--- src/rtl/vic_pkg.sv ---
// Shared types, codes and helpers of the virtual interrupt controller.
`default_nettype none

package vic_pkg;

	// Parameter defaults
	localparam int NUM_INTS_DEF = 64;
	localparam int NUM_CPUS_DEF = 8;

	// Fixed field widths
	localparam int MODE_W     = 3;
	localparam int IRQ_W      = 6;
	localparam int CPU_W      = 3;
	localparam int MASK_W     = 8;
	localparam int CFG_IDX_W  = 2;
	localparam int CFG_DATA_W = 64;
	localparam int CPU_CNT_W  = 4;
	localparam int INT_CNT_W  = 7;

	// Bits examined by the scan unit per cycle
	localparam int GRP_W = 8;

	// Most CPUs a destination mask can name
	localparam int MAX_CPUS = 8;

	// Trigger mode bit value for level-triggered interrupts
	localparam logic IRQ_LEVEL = 1'b1;

	// Operation codes
	localparam logic [MODE_W-1:0] MODE_ASSERT   = 3'd0;
	localparam logic [MODE_W-1:0] MODE_DEASSERT = 3'd1;
	localparam logic [MODE_W-1:0] MODE_MASK     = 3'd2;
	localparam logic [MODE_W-1:0] MODE_UNMASK   = 3'd3;
	localparam logic [MODE_W-1:0] MODE_SET_DEST = 3'd4;
	localparam logic [MODE_W-1:0] MODE_ACK      = 3'd5;
	localparam logic [MODE_W-1:0] MODE_EOI      = 3'd6;

	// Configuration register indexes
	localparam logic [CFG_IDX_W-1:0] CFG_LEVEL_MODE  = 2'd0;
	localparam logic [CFG_IDX_W-1:0] CFG_CPU_COUNT   = 2'd1;
	localparam logic [CFG_IDX_W-1:0] CFG_INTS_IN_USE = 2'd2;

	typedef struct packed {
		logic [MODE_W-1:0] mode;
		logic [IRQ_W-1:0]  irq_number;
		logic [CPU_W-1:0]  cpu_index;
		logic [MASK_W-1:0] dest_mask;
	} item_t;

	typedef struct packed {
		logic              ack_valid;
		logic [IRQ_W-1:0]  ack_irq;
		logic [MASK_W-1:0] doorbell_flags;
		logic              irq_enabled;
		logic              irq_busy;
		logic [MASK_W-1:0] irq_dest;
		logic              error;
	} result_t;

	typedef enum logic [2:0] {
		ST_IDLE,
		ST_READ,
		ST_EXEC,
		ST_DELIVER,
		ST_SCAN,
		ST_READ_P,
		ST_CHECK,
		ST_DONE
	} state_t;

	typedef struct packed {
		logic start;
		logic advance;
	} scan_ctl_t;

	typedef struct packed {
		logic             hit;
		logic [IRQ_W-1:0] pos;
	} scan_res_t;

	// Position of the lowest set bit of a byte
	function automatic logic [2:0] lowest8(input logic [GRP_W-1:0] v);
		logic [2:0] r;
		r = 3'd0;
		for (int b = GRP_W - 1; b >= 0; b--) begin
			if (v[b]) begin
				r = 3'(b);
			end
		end
		return r;
	endfunction

endpackage

`default_nettype wire

--- src/rtl/virtual_interrupt_controller_core.sv ---
// Top level of the virtual interrupt controller: sequencer, state and datapath.
//
// Usage: one command word enters on item (valid/ready) and exactly one result
// word leaves on result (valid/ready). item_ready is high only while the
// sequencer is idle; the block works on one command at a time.
// Configuration: cfg_wr_en writes cfg_data into register cfg_index at once;
// write only while the block is idle. Indexes beyond the list are dropped.
// Sequence: every command passes the read, execute and result states, and an
// assert or unmask that delivers also passes the deliver state. Acknowledge
// adds a scan step per 8-bit group stepped by the scan unit (up to NUM_INTS/8),
// a read and a check step for every pending entry examined, and a deliver step
// for every entry reissued to another CPU. The scan unit and the single read
// port of the destination RAM set this sequence.
// Reset: all flags, maps and doorbells clear at once; destination masks read
// as CPU zero through per-entry valid bits, so no clearing pass is needed.
// Stall: a result waits in the output register; the next command is accepted
// and worked up to its result stage, where it holds until the register frees.
`default_nettype none

module virtual_interrupt_controller_core #(
	parameter int NUM_INTS = vic_pkg::NUM_INTS_DEF,
	parameter int NUM_CPUS = vic_pkg::NUM_CPUS_DEF
) (
	input  wire logic                              clk,
	input  wire logic                              arst_n,
	input  wire logic                              item_valid,
	output logic                                   item_ready,
	input  wire vic_pkg::item_t                    item,
	output logic                                   result_valid,
	input  wire logic                              result_ready,
	output vic_pkg::result_t                       result,
	input  wire logic                              cfg_wr_en,
	input  wire logic [vic_pkg::CFG_IDX_W-1:0]     cfg_index,
	input  wire logic [vic_pkg::CFG_DATA_W-1:0]    cfg_data
);

	// Rows of per-CPU maps actually reachable: cpu count is clamped to eight
	localparam int ROWS = NUM_CPUS > vic_pkg::MAX_CPUS ? vic_pkg::MAX_CPUS : NUM_CPUS;
	localparam int RW   = ROWS > 1 ? $clog2(ROWS) : 1;
	localparam int IW   = NUM_INTS > 1 ? $clog2(NUM_INTS) : 1;

	// Sequencer
	vic_pkg::state_t state_q, state_d;

	// Configuration
	logic [vic_pkg::CFG_DATA_W-1:0] level_q;
	logic [vic_pkg::CPU_CNT_W-1:0]  cpu_cnt_q;
	logic [vic_pkg::INT_CNT_W-1:0]  ints_q;

	// Interrupt and CPU state
	logic [NUM_INTS-1:0]       asserted_q;
	logic [NUM_INTS-1:0]       enabled_q;
	logic [NUM_INTS-1:0]       dvalid_q;
	logic [NUM_INTS-1:0]       pend_q [ROWS];
	logic [NUM_INTS-1:0]       act_q  [ROWS];
	logic [vic_pkg::MASK_W-1:0] db_q;

	// Working registers of the current command
	vic_pkg::item_t             item_q;
	logic                       scan_act_q;
	logic                       from_scan_q;
	logic [vic_pkg::IRQ_W-1:0]  p_q;
	logic [vic_pkg::IRQ_W-1:0]  got_q;
	logic                       got_valid_q;
	logic                       err_q;
	logic [vic_pkg::MASK_W-1:0] dest_irq_q;
	logic                       rd_dv_q;
	vic_pkg::result_t           out_q;
	logic                       out_valid_q;

	// Decoded values
	logic [vic_pkg::CPU_CNT_W-1:0] ncpu;
	logic [vic_pkg::INT_CNT_W-1:0] nints;
	logic                          irq_ok;
	logic                          cpu_ok;
	logic [vic_pkg::MASK_W-1:0]    low_cpus;
	logic                          dest_ok;
	logic                          err_now;
	logic [IW-1:0]                 irq_idx;
	logic [IW-1:0]                 p_idx;
	logic [IW-1:0]                 dlv_idx;
	logic [NUM_INTS-1:0]           irq_bit;

	// Destination RAM
	logic                       ram_we;
	logic [IW-1:0]              ram_raddr;
	logic [vic_pkg::MASK_W-1:0] ram_rdata;
	logic [vic_pkg::MASK_W-1:0] dest_rd;
	logic [2:0]                 tgt;
	logic                       tgt_ok;

	// Row access to the per-CPU maps
	logic [RW-1:0]       row;
	logic [NUM_INTS-1:0] pend_row;
	logic [NUM_INTS-1:0] act_row;
	logic [NUM_INTS-1:0] scan_vec;

	// Scan unit
	vic_pkg::scan_ctl_t scan_ctl;
	vic_pkg::scan_res_t scan_res;

	// Control strobes
	logic sel_p;
	logic sel_tgt;
	logic out_load;
	logic chk_stale;
	logic chk_fit;
	logic busy;
	logic in_range;
	vic_pkg::result_t res_d;

	// ------------------------------------------------------------------
	// Decode
	// ------------------------------------------------------------------
	assign ncpu  = (cpu_cnt_q > vic_pkg::CPU_CNT_W'(ROWS)) ? vic_pkg::CPU_CNT_W'(ROWS) : cpu_cnt_q;
	assign nints = (ints_q > vic_pkg::INT_CNT_W'(NUM_INTS)) ? vic_pkg::INT_CNT_W'(NUM_INTS)
	                                                        : ints_q;

	assign irq_ok = vic_pkg::INT_CNT_W'(item_q.irq_number) < nints;
	assign cpu_ok = vic_pkg::CPU_CNT_W'(item_q.cpu_index) < ncpu;

	always_comb begin
		for (int b = 0; b < vic_pkg::MASK_W; b++) begin
			low_cpus[b] = vic_pkg::CPU_CNT_W'(b) < ncpu;
		end
	end

	assign dest_ok = (item_q.dest_mask != '0) && ((item_q.dest_mask & low_cpus) != '0);

	// Reject a command with a bad interrupt, CPU or destination
	always_comb begin
		case (item_q.mode) inside
			vic_pkg::MODE_ASSERT, vic_pkg::MODE_DEASSERT,
			vic_pkg::MODE_MASK, vic_pkg::MODE_UNMASK: err_now = !irq_ok;
			vic_pkg::MODE_SET_DEST:                   err_now = !irq_ok || !dest_ok;
			vic_pkg::MODE_ACK:                        err_now = !cpu_ok;
			vic_pkg::MODE_EOI:                        err_now = !irq_ok || !cpu_ok;
			default:                                  err_now = 1'b0;
		endcase
	end

	assign irq_idx = item_q.irq_number[IW-1:0];
	assign p_idx   = p_q[IW-1:0];
	assign dlv_idx = from_scan_q ? p_idx : irq_idx;
	assign irq_bit = NUM_INTS'(1) << irq_idx;

	// ------------------------------------------------------------------
	// Destination RAM: entries never written read as CPU zero
	// ------------------------------------------------------------------
	assign ram_raddr = sel_p ? p_idx : irq_idx;
	assign dest_rd   = rd_dv_q ? ram_rdata : vic_pkg::MASK_W'(1);
	assign tgt       = vic_pkg::lowest8(dest_rd);
	assign tgt_ok    = (dest_rd != '0) && (vic_pkg::CPU_CNT_W'(tgt) < ncpu);

	vic_ram #(
		.WIDTH(vic_pkg::MASK_W),
		.DEPTH(NUM_INTS)
	) u_dest_ram (
		.clk   (clk),
		.we    (ram_we),
		.waddr (irq_idx),
		.wdata (item_q.dest_mask),
		.raddr (ram_raddr),
		.rdata (ram_rdata)
	);

	// ------------------------------------------------------------------
	// Map rows: the caller's row, or the delivery target's row
	// ------------------------------------------------------------------
	assign row      = sel_tgt ? RW'(tgt) : RW'(item_q.cpu_index);
	assign pend_row = pend_q[row];
	assign act_row  = act_q[row];
	assign scan_vec = scan_act_q ? act_row : pend_row;

	vic_scan #(
		.NUM_INTS(NUM_INTS)
	) u_scan (
		.clk    (clk),
		.arst_n (arst_n),
		.ctl    (scan_ctl),
		.vec    (scan_vec),
		.res    (scan_res)
	);

	assign chk_stale = !asserted_q[p_idx] || !enabled_q[p_idx];
	assign chk_fit   = dest_rd[item_q.cpu_index];

	// ------------------------------------------------------------------
	// Sequencer: next state
	// ------------------------------------------------------------------
	always_comb begin
		state_d = state_q;
		unique case (state_q)
			vic_pkg::ST_IDLE: begin
				if (item_valid) begin
					state_d = vic_pkg::ST_READ;
				end
			end
			vic_pkg::ST_READ: begin
				state_d = vic_pkg::ST_EXEC;
			end
			vic_pkg::ST_EXEC: begin
				state_d = vic_pkg::ST_DONE;
				if (!err_now) begin
					unique case (item_q.mode)
						vic_pkg::MODE_ASSERT: begin
							if (!asserted_q[irq_idx]) begin
								state_d = vic_pkg::ST_DELIVER;
							end
						end
						vic_pkg::MODE_UNMASK: begin
							if (asserted_q[irq_idx]) begin
								state_d = vic_pkg::ST_DELIVER;
							end
						end
						vic_pkg::MODE_ACK: begin
							state_d = vic_pkg::ST_SCAN;
						end
						default: begin
							state_d = vic_pkg::ST_DONE;
						end
					endcase
				end
			end
			vic_pkg::ST_DELIVER: begin
				state_d = from_scan_q ? vic_pkg::ST_SCAN : vic_pkg::ST_DONE;
			end
			vic_pkg::ST_SCAN: begin
				if (scan_vec == '0) begin
					state_d = vic_pkg::ST_DONE;
				end else if (scan_res.hit) begin
					state_d = scan_act_q ? vic_pkg::ST_DONE : vic_pkg::ST_READ_P;
				end
			end
			vic_pkg::ST_READ_P: begin
				state_d = vic_pkg::ST_CHECK;
			end
			vic_pkg::ST_CHECK: begin
				if (chk_stale) begin
					state_d = vic_pkg::ST_SCAN;
				end else if (chk_fit) begin
					state_d = vic_pkg::ST_DONE;
				end else begin
					state_d = vic_pkg::ST_DELIVER;
				end
			end
			vic_pkg::ST_DONE: begin
				if (!out_valid_q || result_ready) begin
					state_d = vic_pkg::ST_IDLE;
				end
			end
			default: begin
				state_d = vic_pkg::ST_IDLE;
			end
		endcase
	end

	// ------------------------------------------------------------------
	// Sequencer: outputs
	// ------------------------------------------------------------------
	always_comb begin
		item_ready = 1'b0;
		scan_ctl   = '0;
		ram_we     = 1'b0;
		sel_p      = 1'b0;
		sel_tgt    = 1'b0;
		out_load   = 1'b0;
		unique case (state_q)
			vic_pkg::ST_IDLE: begin
				item_ready = 1'b1;
			end
			vic_pkg::ST_EXEC: begin
				scan_ctl.start = (item_q.mode == vic_pkg::MODE_ACK);
				ram_we         = (item_q.mode == vic_pkg::MODE_SET_DEST) && !err_now;
			end
			vic_pkg::ST_SCAN: begin
				scan_ctl.advance = (scan_vec != '0) && !scan_res.hit;
			end
			vic_pkg::ST_READ_P, vic_pkg::ST_CHECK: begin
				// keep the entry's destination in the RAM read register
				sel_p = 1'b1;
			end
			vic_pkg::ST_DELIVER: begin
				sel_tgt = 1'b1;
			end
			vic_pkg::ST_DONE: begin
				out_load = !out_valid_q || result_ready;
			end
			default: begin
				item_ready = 1'b0;
			end
		endcase
	end

	// ------------------------------------------------------------------
	// Result word
	// ------------------------------------------------------------------
	assign in_range = vic_pkg::INT_CNT_W'(item_q.irq_number) < vic_pkg::INT_CNT_W'(NUM_INTS);

	always_comb begin
		busy = asserted_q[irq_idx];
		for (int r = 0; r < ROWS; r++) begin
			busy = busy | act_q[r][irq_idx];
		end
	end

	always_comb begin
		res_d.ack_valid      = got_valid_q;
		res_d.ack_irq        = got_valid_q ? got_q : '0;
		res_d.doorbell_flags = db_q;
		res_d.irq_enabled    = in_range && enabled_q[irq_idx];
		res_d.irq_busy       = in_range && busy;
		res_d.irq_dest       = in_range ? dest_irq_q : '0;
		res_d.error          = err_q;
	end

	assign result       = out_q;
	assign result_valid = out_valid_q;

	// ------------------------------------------------------------------
	// Control state and maps
	// ------------------------------------------------------------------
	always_ff @(posedge clk or negedge arst_n) begin
		if (!arst_n) begin
			state_q     <= vic_pkg::ST_IDLE;
			level_q     <= '0;
			cpu_cnt_q   <= vic_pkg::CPU_CNT_W'(1);
			ints_q      <= '0;
			asserted_q  <= '0;
			enabled_q   <= '0;
			dvalid_q    <= '0;
			db_q        <= '0;
			scan_act_q  <= 1'b0;
			from_scan_q <= 1'b0;
			out_valid_q <= 1'b0;
			for (int r = 0; r < ROWS; r++) begin
				pend_q[r] <= '0;
				act_q[r]  <= '0;
			end
		end else begin
			state_q <= state_d;

			if (cfg_wr_en) begin
				unique case (cfg_index)
					vic_pkg::CFG_LEVEL_MODE:  level_q   <= cfg_data;
					vic_pkg::CFG_CPU_COUNT:   cpu_cnt_q <= cfg_data[vic_pkg::CPU_CNT_W-1:0];
					vic_pkg::CFG_INTS_IN_USE: ints_q    <= cfg_data[vic_pkg::INT_CNT_W-1:0];
					default: begin
						// drop writes beyond the register list
						level_q <= level_q;
					end
				endcase
			end

			if (out_load) begin
				out_valid_q <= 1'b1;
			end else if (result_ready) begin
				out_valid_q <= 1'b0;
			end

			unique case (state_q)
				vic_pkg::ST_EXEC: begin
					from_scan_q <= 1'b0;
					scan_act_q  <= act_row != '0;
					if (!err_now) begin
						unique case (item_q.mode)
							vic_pkg::MODE_DEASSERT: asserted_q[irq_idx] <= 1'b0;
							vic_pkg::MODE_MASK:     enabled_q[irq_idx]  <= 1'b0;
							vic_pkg::MODE_UNMASK:   enabled_q[irq_idx]  <= 1'b1;
							vic_pkg::MODE_SET_DEST: dvalid_q[irq_idx]   <= 1'b1;
							vic_pkg::MODE_ACK:      db_q[item_q.cpu_index] <= 1'b0;
							vic_pkg::MODE_EOI: begin
								act_q[row][irq_idx] <= 1'b0;
								// ring again if work is left once nothing is active
								if (((act_row & ~irq_bit) == '0) && (pend_row != '0)) begin
									db_q[item_q.cpu_index] <= 1'b1;
								end
							end
							default: begin
								db_q <= db_q;
							end
						endcase
					end
				end
				vic_pkg::ST_DELIVER: begin
					asserted_q[dlv_idx] <= 1'b1;
					if (tgt_ok && !pend_row[dlv_idx] && enabled_q[dlv_idx]) begin
						pend_q[row][dlv_idx] <= 1'b1;
						db_q[tgt]            <= 1'b1;
					end
				end
				vic_pkg::ST_CHECK: begin
					if (chk_stale) begin
						// drop stale or masked entry
						pend_q[row][p_idx] <= 1'b0;
					end else if (chk_fit) begin
						act_q[row][p_idx] <= 1'b1;
						if (level_q[p_q] != vic_pkg::IRQ_LEVEL) begin
							pend_q[row][p_idx] <= 1'b0;
						end
					end else begin
						// destination moved: remove here, reissue to the new CPU
						pend_q[row][p_idx] <= 1'b0;
						from_scan_q        <= 1'b1;
					end
				end
				default: begin
					scan_act_q <= scan_act_q;
				end
			endcase
		end
	end

	// ------------------------------------------------------------------
	// Payload registers
	// ------------------------------------------------------------------
	always_ff @(posedge clk) begin
		rd_dv_q <= dvalid_q[ram_raddr];

		if (item_valid && item_ready) begin
			item_q <= item;
		end

		if (state_q == vic_pkg::ST_EXEC) begin
			err_q       <= err_now;
			got_valid_q <= 1'b0;
			dest_irq_q  <= ((item_q.mode == vic_pkg::MODE_SET_DEST) && !err_now)
			               ? item_q.dest_mask : dest_rd;
		end

		if ((state_q == vic_pkg::ST_SCAN) && (scan_vec != '0) && scan_res.hit) begin
			p_q <= scan_res.pos;
			if (scan_act_q) begin
				got_q       <= scan_res.pos;
				got_valid_q <= 1'b1;
			end
		end

		if ((state_q == vic_pkg::ST_CHECK) && !chk_stale && chk_fit) begin
			got_q       <= p_q;
			got_valid_q <= 1'b1;
		end

		if (out_load) begin
			out_q <= res_d;
		end
	end

`ifndef ASSERT_OFF
	a_accept_starts: assert property (@(posedge clk) disable iff (!arst_n)
		(item_valid && item_ready) |=> (state_q == vic_pkg::ST_READ))
		else $error("accepted word did not start the sequencer");

	a_active_scan_nonempty: assert property (@(posedge clk) disable iff (!arst_n)
		((state_q == vic_pkg::ST_SCAN) && scan_act_q) |-> (act_row != '0))
		else $error("active scan over an empty active map");

	a_doorbell_rows: assert property (@(posedge clk) disable iff (!arst_n)
		((db_q >> ROWS) == '0))
		else $error("doorbell set for a CPU without a map row");

	a_result_from_done: assert property (@(posedge clk) disable iff (!arst_n)
		$rose(out_valid_q) |-> $past(state_q == vic_pkg::ST_DONE))
		else $error("result word raised outside the result stage");

	a_ack_no_error: assert property (@(posedge clk) disable iff (!arst_n)
		(result_valid && result.ack_valid) |-> !result.error)
		else $error("acknowledge returned an interrupt on a rejected word");
`endif

endmodule

`default_nettype wire

--- src/rtl/vic_ram.sv ---
// Generic single-write, single-read RAM with registered read data.
`default_nettype none

module vic_ram #(
	parameter int WIDTH = 8,
	parameter int DEPTH = 64
) (
	input  wire logic                                  clk,
	input  wire logic                                  we,
	input  wire logic [(DEPTH > 1 ? $clog2(DEPTH) : 1)-1:0] waddr,
	input  wire logic [WIDTH-1:0]                      wdata,
	input  wire logic [(DEPTH > 1 ? $clog2(DEPTH) : 1)-1:0] raddr,
	output logic      [WIDTH-1:0]                      rdata
);

	logic [WIDTH-1:0] mem_q [DEPTH];

	always_ff @(posedge clk) begin
		if (we) begin
			mem_q[waddr] <= wdata;
		end
		rdata <= mem_q[raddr];
	end

endmodule

`default_nettype wire

--- src/rtl/vic_scan.sv ---
// Group-at-a-time lowest-set-bit scan unit over an interrupt bitmap.
`default_nettype none

module vic_scan #(
	parameter int NUM_INTS = vic_pkg::NUM_INTS_DEF
) (
	input  wire logic                clk,
	input  wire logic                arst_n,
	input  wire vic_pkg::scan_ctl_t  ctl,
	input  wire logic [NUM_INTS-1:0] vec,
	output vic_pkg::scan_res_t       res
);

	localparam int NG   = (NUM_INTS + vic_pkg::GRP_W - 1) / vic_pkg::GRP_W;
	localparam int GW   = NG > 1 ? $clog2(NG) : 1;
	localparam int PADW = NG * vic_pkg::GRP_W;

	logic [GW-1:0]               grp_q;
	logic [PADW-1:0]             vec_pad;
	logic [vic_pkg::GRP_W-1:0]   word;

	assign vec_pad = PADW'(vec);
	assign word    = vec_pad[grp_q * vic_pkg::GRP_W +: vic_pkg::GRP_W];

	assign res.hit = |word;
	assign res.pos = vic_pkg::IRQ_W'({grp_q, vic_pkg::lowest8(word)});

	// Restart at the lowest group, or advance past an empty one
	always_ff @(posedge clk or negedge arst_n) begin
		if (!arst_n) begin
			grp_q <= '0;
		end else if (ctl.start) begin
			grp_q <= '0;
		end else if (ctl.advance) begin
			grp_q <= grp_q + GW'(1);
		end
	end

endmodule

`default_nettype wire

--- config.mk ---
export PLATFORM = sky130hd
export DESIGN_NAME = virtual_interrupt_controller_core
export DESIGN_NICKNAME = d
export VERILOG_FILES = /design/src/rtl/vic_pkg.sv /design/src/rtl/virtual_interrupt_controller_core.sv /design/src/rtl/vic_ram.sv /design/src/rtl/vic_scan.sv
export SDC_FILE = /design/constraint.sdc
export NUM_CORES = 2
export LEC_CHECK = 0
export BUFFER_PORTS_ARGS = -buffer_cell sky130_fd_sc_hd__buf_4
export CAP_MARGIN = 30
export CELL_PAD_IN_SITES_DETAIL_PLACEMENT = 2
export CELL_PAD_IN_SITES_GLOBAL_PLACEMENT = 2
export CORE_ASPECT_RATIO = 1.4
export CORE_MARGIN = 2
export CORE_UTILIZATION = 46
export DETAILED_ROUTE_END_ITERATION = 12
export GPL_ROUTABILITY_DRIVEN = 0
export PLACE_DENSITY = 0.93
export SYNTH_ARGS = -nofsm -noshare
export SYNTH_HDL_FRONTEND = slang
export SYNTH_SLANG_ARGS = --single-unit
--- constraint.sdc ---
create_clock -name clk -period 6.72 [get_ports clk]
set_input_delay 0 -clock clk [delete_from_list [all_inputs] [get_ports clk]]
set_output_delay 0 -clock clk [all_outputs]
set_load 0.02 [all_outputs]
==> run_results.csv, run 1 <==
group,metric,value,unit
synth,synth_xor_area_share,0.00951,%
floorplan,io_pins,119,
clocking,cts_made_buffers,198,
global_routing,grt_pass1_wl,1260,mm
synth,synth-simple-area-share,10.8,%
synth,syn_inst,8799,
run_status,error,"[ERROR GRT-0116] Global routing finished with congestion. Check the congestion regions in the DRC Viewer.",
run_status,status,"stopped before the end",
floorplan,die_width,382,um
synth,ys_top_cells_by_count,"o21ai_0, dfrtp_1, a21oi_1",
clocking,cts-root-buf,"clkbuf_16",
run_status,stop_stage,"global routing",
synth,ys_top_cells_by_area,"dfrtp_1, edfxtp_1, o21ai_0, mux4_2, a21oi_1",
synth,synthMuxAreaShare,8.92,%
synth,synth_edf_count,579,
synth,avgSynthCellArea,10.5,um^2
place,port_buffers,118,
synth,seq_area_frac_synth,54.6,%
global_routing,track_usage,85.7,%
global_routing,gr-total-overflow,6105,
floorplan,die_height,533,um
clocking,clock_sinks,1897,
floorplan,rows,194,
floorplan,start_util,46.2,%
synth,yosysTopAreaCell,"dfrtp_1",
global_routing,grt_pass1_vias,132167,
clocking,cts_max_level,4,
synth,synth-seq-cells,1897,
synth,synth_top_family_by_area,"compound AO/OA/AOI/OAI gates",
place,dpl.hpwl,407,mm
synth,synth_fp_nets,8900,
synth,netlist.area_leader.share,35.5,%
synth,synth-compound-area-share,21.8,%
synth,synth_adder_area_share,0.136,%
synth,yosys.cell_types.count,107,
synth,synthesis.area,92100,um^2
synth,synth-async-reset-ratio,69.0,%
synth,yosysWarningCount,0,
global_routing,grt_start_max_net_pins,180,
synth,ys_dominant_reg_cell,"dfrtp_1",
synth,yosysMostFrequentCell,"o21ai_0",
clocking,clock_path_buffers,4,
==> metal layers <==
layer / GRT overflow / global-route usage (%)
met5: 69 / 51.6
met3: 260 / 73.9
met4: 1776 / 87.2
met1: 224 / 82.8
met2: 3776 / 101
==> cells by family after synthesis <==
family          after synthesis
compound gates             3478
simple gates               2065
mux                         543
flops                      1897
fa+ha+maj                    10
buf+inv                     805
xor+xnor                      1
==> through the flow <==
stage                     hold WS, ns  std cells  setup WS (ns)  instance area [um^2]  utilization, %
after CTS                     0.00787      11799       -0.00508                106000            53.4
after floorplan                -0.296       8799           2.14                 92100               -
after detailed placement        0.100      11263         0.0980                 98000            49.2
after global placement          0.100      11233          0.524                 97600            49.0
==> what timing repair did <==
item                                    CTS
hold buffers                            182
gates resized for setup                  11
hold endpoints to repair                377
buffers inserted                          0
endpoints found under the setup margin   21
==> run 2, diff against run 1 <==
Settings changed: CELL_PAD_IN_SITES_DETAIL_PLACEMENT 2 to not set, CELL_PAD_IN_SITES_GLOBAL_PLACEMENT 2 to not set, CORE_ASPECT_RATIO 1.4 to not set, CORE_UTILIZATION 46 to 31, PLACE_DENSITY 0.93 to not set, PLACE_DENSITY_LB_ADDON set to 0.15.
==> run 2 against run 1 <==
Synthesized cell count stayed put; the flow now finishes, with violations (negative setup slack); area after synthesis stayed put.
==> run_results.csv, run 2 <==
group,metric,value,unit
setup_path,crit_path_end_kind,"flip-flop",
detailed_routing,antenna_left,0,
global_routing,track_usage,31.3,%
timing,hold_viol_final,0,
place,placed_cell_area,100000,um^2
cells_and_area,nets,9252,
synth,synth-async-reset-ratio,69.0,%
global_routing,gr-total-overflow,0,
setup_path,max_stage_delay,0.86,ns
clocking,postCtsSetupRepairBufs,0,
detailed_routing,detail_route.first_pass.iterations,10,
timing,fin_tns_setup,-0.387,ns
place,dpl.hpwl,333,mm
synth,synth_edf_count,579,
clocking,clock_path_buffers,4,
global_routing,grt_start_max_net_pins,166,
setup_path,start_kind,"flip-flop",
clocking,clock_sinks,1897,
synth,netlist.area_leader.share,35.5,%
clocking,clock_latency,0.94,ns
setup_path,crit_family,"compound AO/OA/AOI/OAI gates",
pwr,leakagePower,42.6,nW
timing,whs,0.157,ns
setup_path,cp.required,7.47,ns
flow_run,maxCapViolCount,0,
detailed_routing,routedWlPerCell,36.5,um
setup_path,cpMaxStageDelayCell,"a32oi_1",
cells_and_area,area_delta_synth_final,19.4,%
clocking,cts_tree,"done",
place,dp_slack,0.263,ns
synth,synth_fp_nets,8900,
synth,avgSynthCellArea,10.5,um^2
pwr,seqPwrFrac,32.5,%
timing,finalMaxSlewViolations,0,
timing,relSlewSlack,11.5,%
floorplan,dieArea,301000,um^2
floorplan,die_width,549,um
timing,finClkSkew,0.0777,ns
synth,synth-seq-cells,1897,
clocking,cts-root-buf,"clkbuf_16",
synth,ys_top_cells_by_count,"o21ai_0, dfrtp_1, a21oi_1",
synth,yosysMostFrequentCell,"o21ai_0",
synth,ys_top_cells_by_area,"dfrtp_1, edfxtp_1, o21ai_0, mux4_2, a21oi_1",
pwr,p_per_area,382,nW/um^2
floorplan,die_height,549,um
detailed_routing,wl,485,mm
pwr,p_int,0.0244,W
timing,max_freq,147,MHz
synth,syn_inst,8799,
worst_hold_path,min_path_type,"input pin to flip-flop",
synth,yosys.cell_types.count,107,
run_status,violations,"negative setup slack",
synth,yosysTopAreaCell,"dfrtp_1",
global_routing,grt_pass1_wl,665,mm
timing,setup_viol,8,
floorplan,core_area,296000,um^2
timing,rsz0062_at_grt,"false",
global_routing,grt_pass1_vias,80199,
floorplan,start_util,31.1,%
pwr,vdd.ir_drop.worst,0.272,mV
timing,tightest_slew,1.33,ns
synth,synthesis.area,92100,um^2
setup_path,critPathKind,"flip-flop to flip-flop",
synth,yosysWarningCount,0,
timing,setup_ws,-0.0695,ns
synth,seq_area_frac_synth,54.6,%
detailed_routing,drc,0,
cells_and_area,final_common_cell,"o21ai_0",
detailed_routing,route.vias.total,84590,
floorplan,rows,200,
setup_path,worstPathCellList,"nor2_1 > o31ai_2 > a21oi_4 > buf_12 > nand2_1 > a32oi_1 > nand3_2 > o221ai_1 > a2111oi_0 > o211a_1 > a311oi_1 > o41ai_2 > a21oi_1 > a41oi_1",
synth,ys_dominant_reg_cell,"dfrtp_1",
cells_and_area,layout.cells.most_common_list,"o21ai_0, dfrtp_1, a21oi_1",
global_routing,antenna_found_initial,62,
pwr,power_frac_clock,28.4,%
clocking,path_clk_slew,0.06,ns
run_status,status,"finished with violations",
cells_and_area,final_area,110000,um^2
pwr,pwr-share-comb,39.1,%
place,port_buffers,118,
timing,fin_crit,6.79,ns
cells_and_area,layout-drive-gt1-share,17.2,%
timing,finalCritPeriodShare,101,%
pwr,power.switching,0.0176,W
setup_path,path_max_fanout,69,
cells_and_area,layout.cells.non_filler,13293,
clocking,cts_made_buffers,221,
place,dp.cells,12616,
detailed_routing,viasPerCell,6.36,
floorplan,io_pins,119,
setup_path,crit_buf_inv,1,
cells_and_area,top_regs,"act_q (512), pend_q (512), u_dest_ram.mem_q (512)",
pwr,switching_share,41.9,%
detailed_routing,drtIter0Drc,12892,
setup_path,arrival,7.54,ns
clocking,cts_max_level,4,
-- run 2: cell counts after synthesis --
Identical to the previous run, type by type.
-- run 2: cell families (layout without fill, tap and decap cells) --
kind of cell / count (synthesis) / in the layout / synth area share, %
other cells: 0 / 31 / 0
mux: 543 / 543 / 8.92
simple gates: 2065 / 2065 / 10.8
buf+inv: 805 / 1329 / 3.70
fa+ha+maj: 10 / 10 / 0.136
xor+xnor: 1 / 1 / 0.00951
flops: 1897 / 1897 / 54.6
compound gates: 3478 / 3478 / 21.8
-- run 2: through the flow --
stage | total power (W) | util (%)
6_report | 0.0420 | 37.1
5_1_grt | 0.0427 | 37.1
4_1_cts | 0.0412 | 37.0
3_5_place_dp | 0.0291 | 33.9
3_3_place_gp | 0.0290 | 33.6
2_1_floorplan | 0.0210 | -
-- run 2: per-layer routing --
| layer | wire length, um | track usage [%] | vias to the layer above |
|---|---|---|---|
| li1 | - | - | 33984 |
| met1 | 184000 | 39.0 | 43012 |
| met2 | 202000 | 44.8 | 5855 |
| met3 | 57300 | 11.3 | 1701 |
| met4 | 42000 | 22.7 | 38 |
| met5 | 261 | 0 | - |
-- run 2: power groups by stage --
| stage | Clock, W | Combinational (W) | Sequential [W] |
|---|---|---|---|
| floorplan | 0 | 0.00754 | 0.0135 |
| global placement | 0 | 0.0152 | 0.0138 |
| detailed placement | 0 | 0.0154 | 0.0138 |
| CTS | 0.0121 | 0.0156 | 0.0136 |
| global route | 0.0125 | 0.0165 | 0.0137 |
| finish | 0.0119 | 0.0164 | 0.0136 |
-- run 2: path summary, 6_finish.rpt --
kind,startpoint,endpoint,slack [ns],cells past startpoint
setup / recovery,u_dest_ram.rdata[3],flip-flop,-0.07,14
hold / removal,item_valid,item_q[9],0.16,3
setup reg to reg,u_dest_ram.rdata[3],flip-flop,-0.07,14
max in group asynchronous,arst_n,pend_q[427],4.69,5
hold reg to reg,dest_irq_q[1],result[2],0.42,0
min in group asynchronous,arst_n,act_q[52],0.39,4
-- run 2: area by class of cell --
class	instances	area, um^2
fill	29359	186000
sequential	1897	50300
multi-input combinational	6097	39000
timing repair buffer	898	8560
clock buffer	318	6290
tap	3939	4930
clock inverter	77	681
inverter	36	135
antenna	31	77.6
-- run 2: worst reg2reg max path, stage by stage (launching register included) --
cell and delay [ns]:
dfxtp_2 0.41, nor2_1 0.55, o31ai_2 0.39, a21oi_4 0.73, buf_12 0.52, nand2_1 0.66, a32oi_1 0.86, nand3_2 0.53
o221ai_1 0.39, a2111oi_0 0.11, o211a_1 0.18, a311oi_1 0.68, o41ai_2 0.32, a21oi_1 0.22, a41oi_1 0.06
-- run 2: repair_timing --
item / in CTS / in global routing
hold buffers: 232 / 0
setup endpoints to repair: 0 / 7
endpoints found under the hold margin: 592 / 0
resized for setup: 0 / 2
No activity file was read; power rests on OpenSTA's default activity.
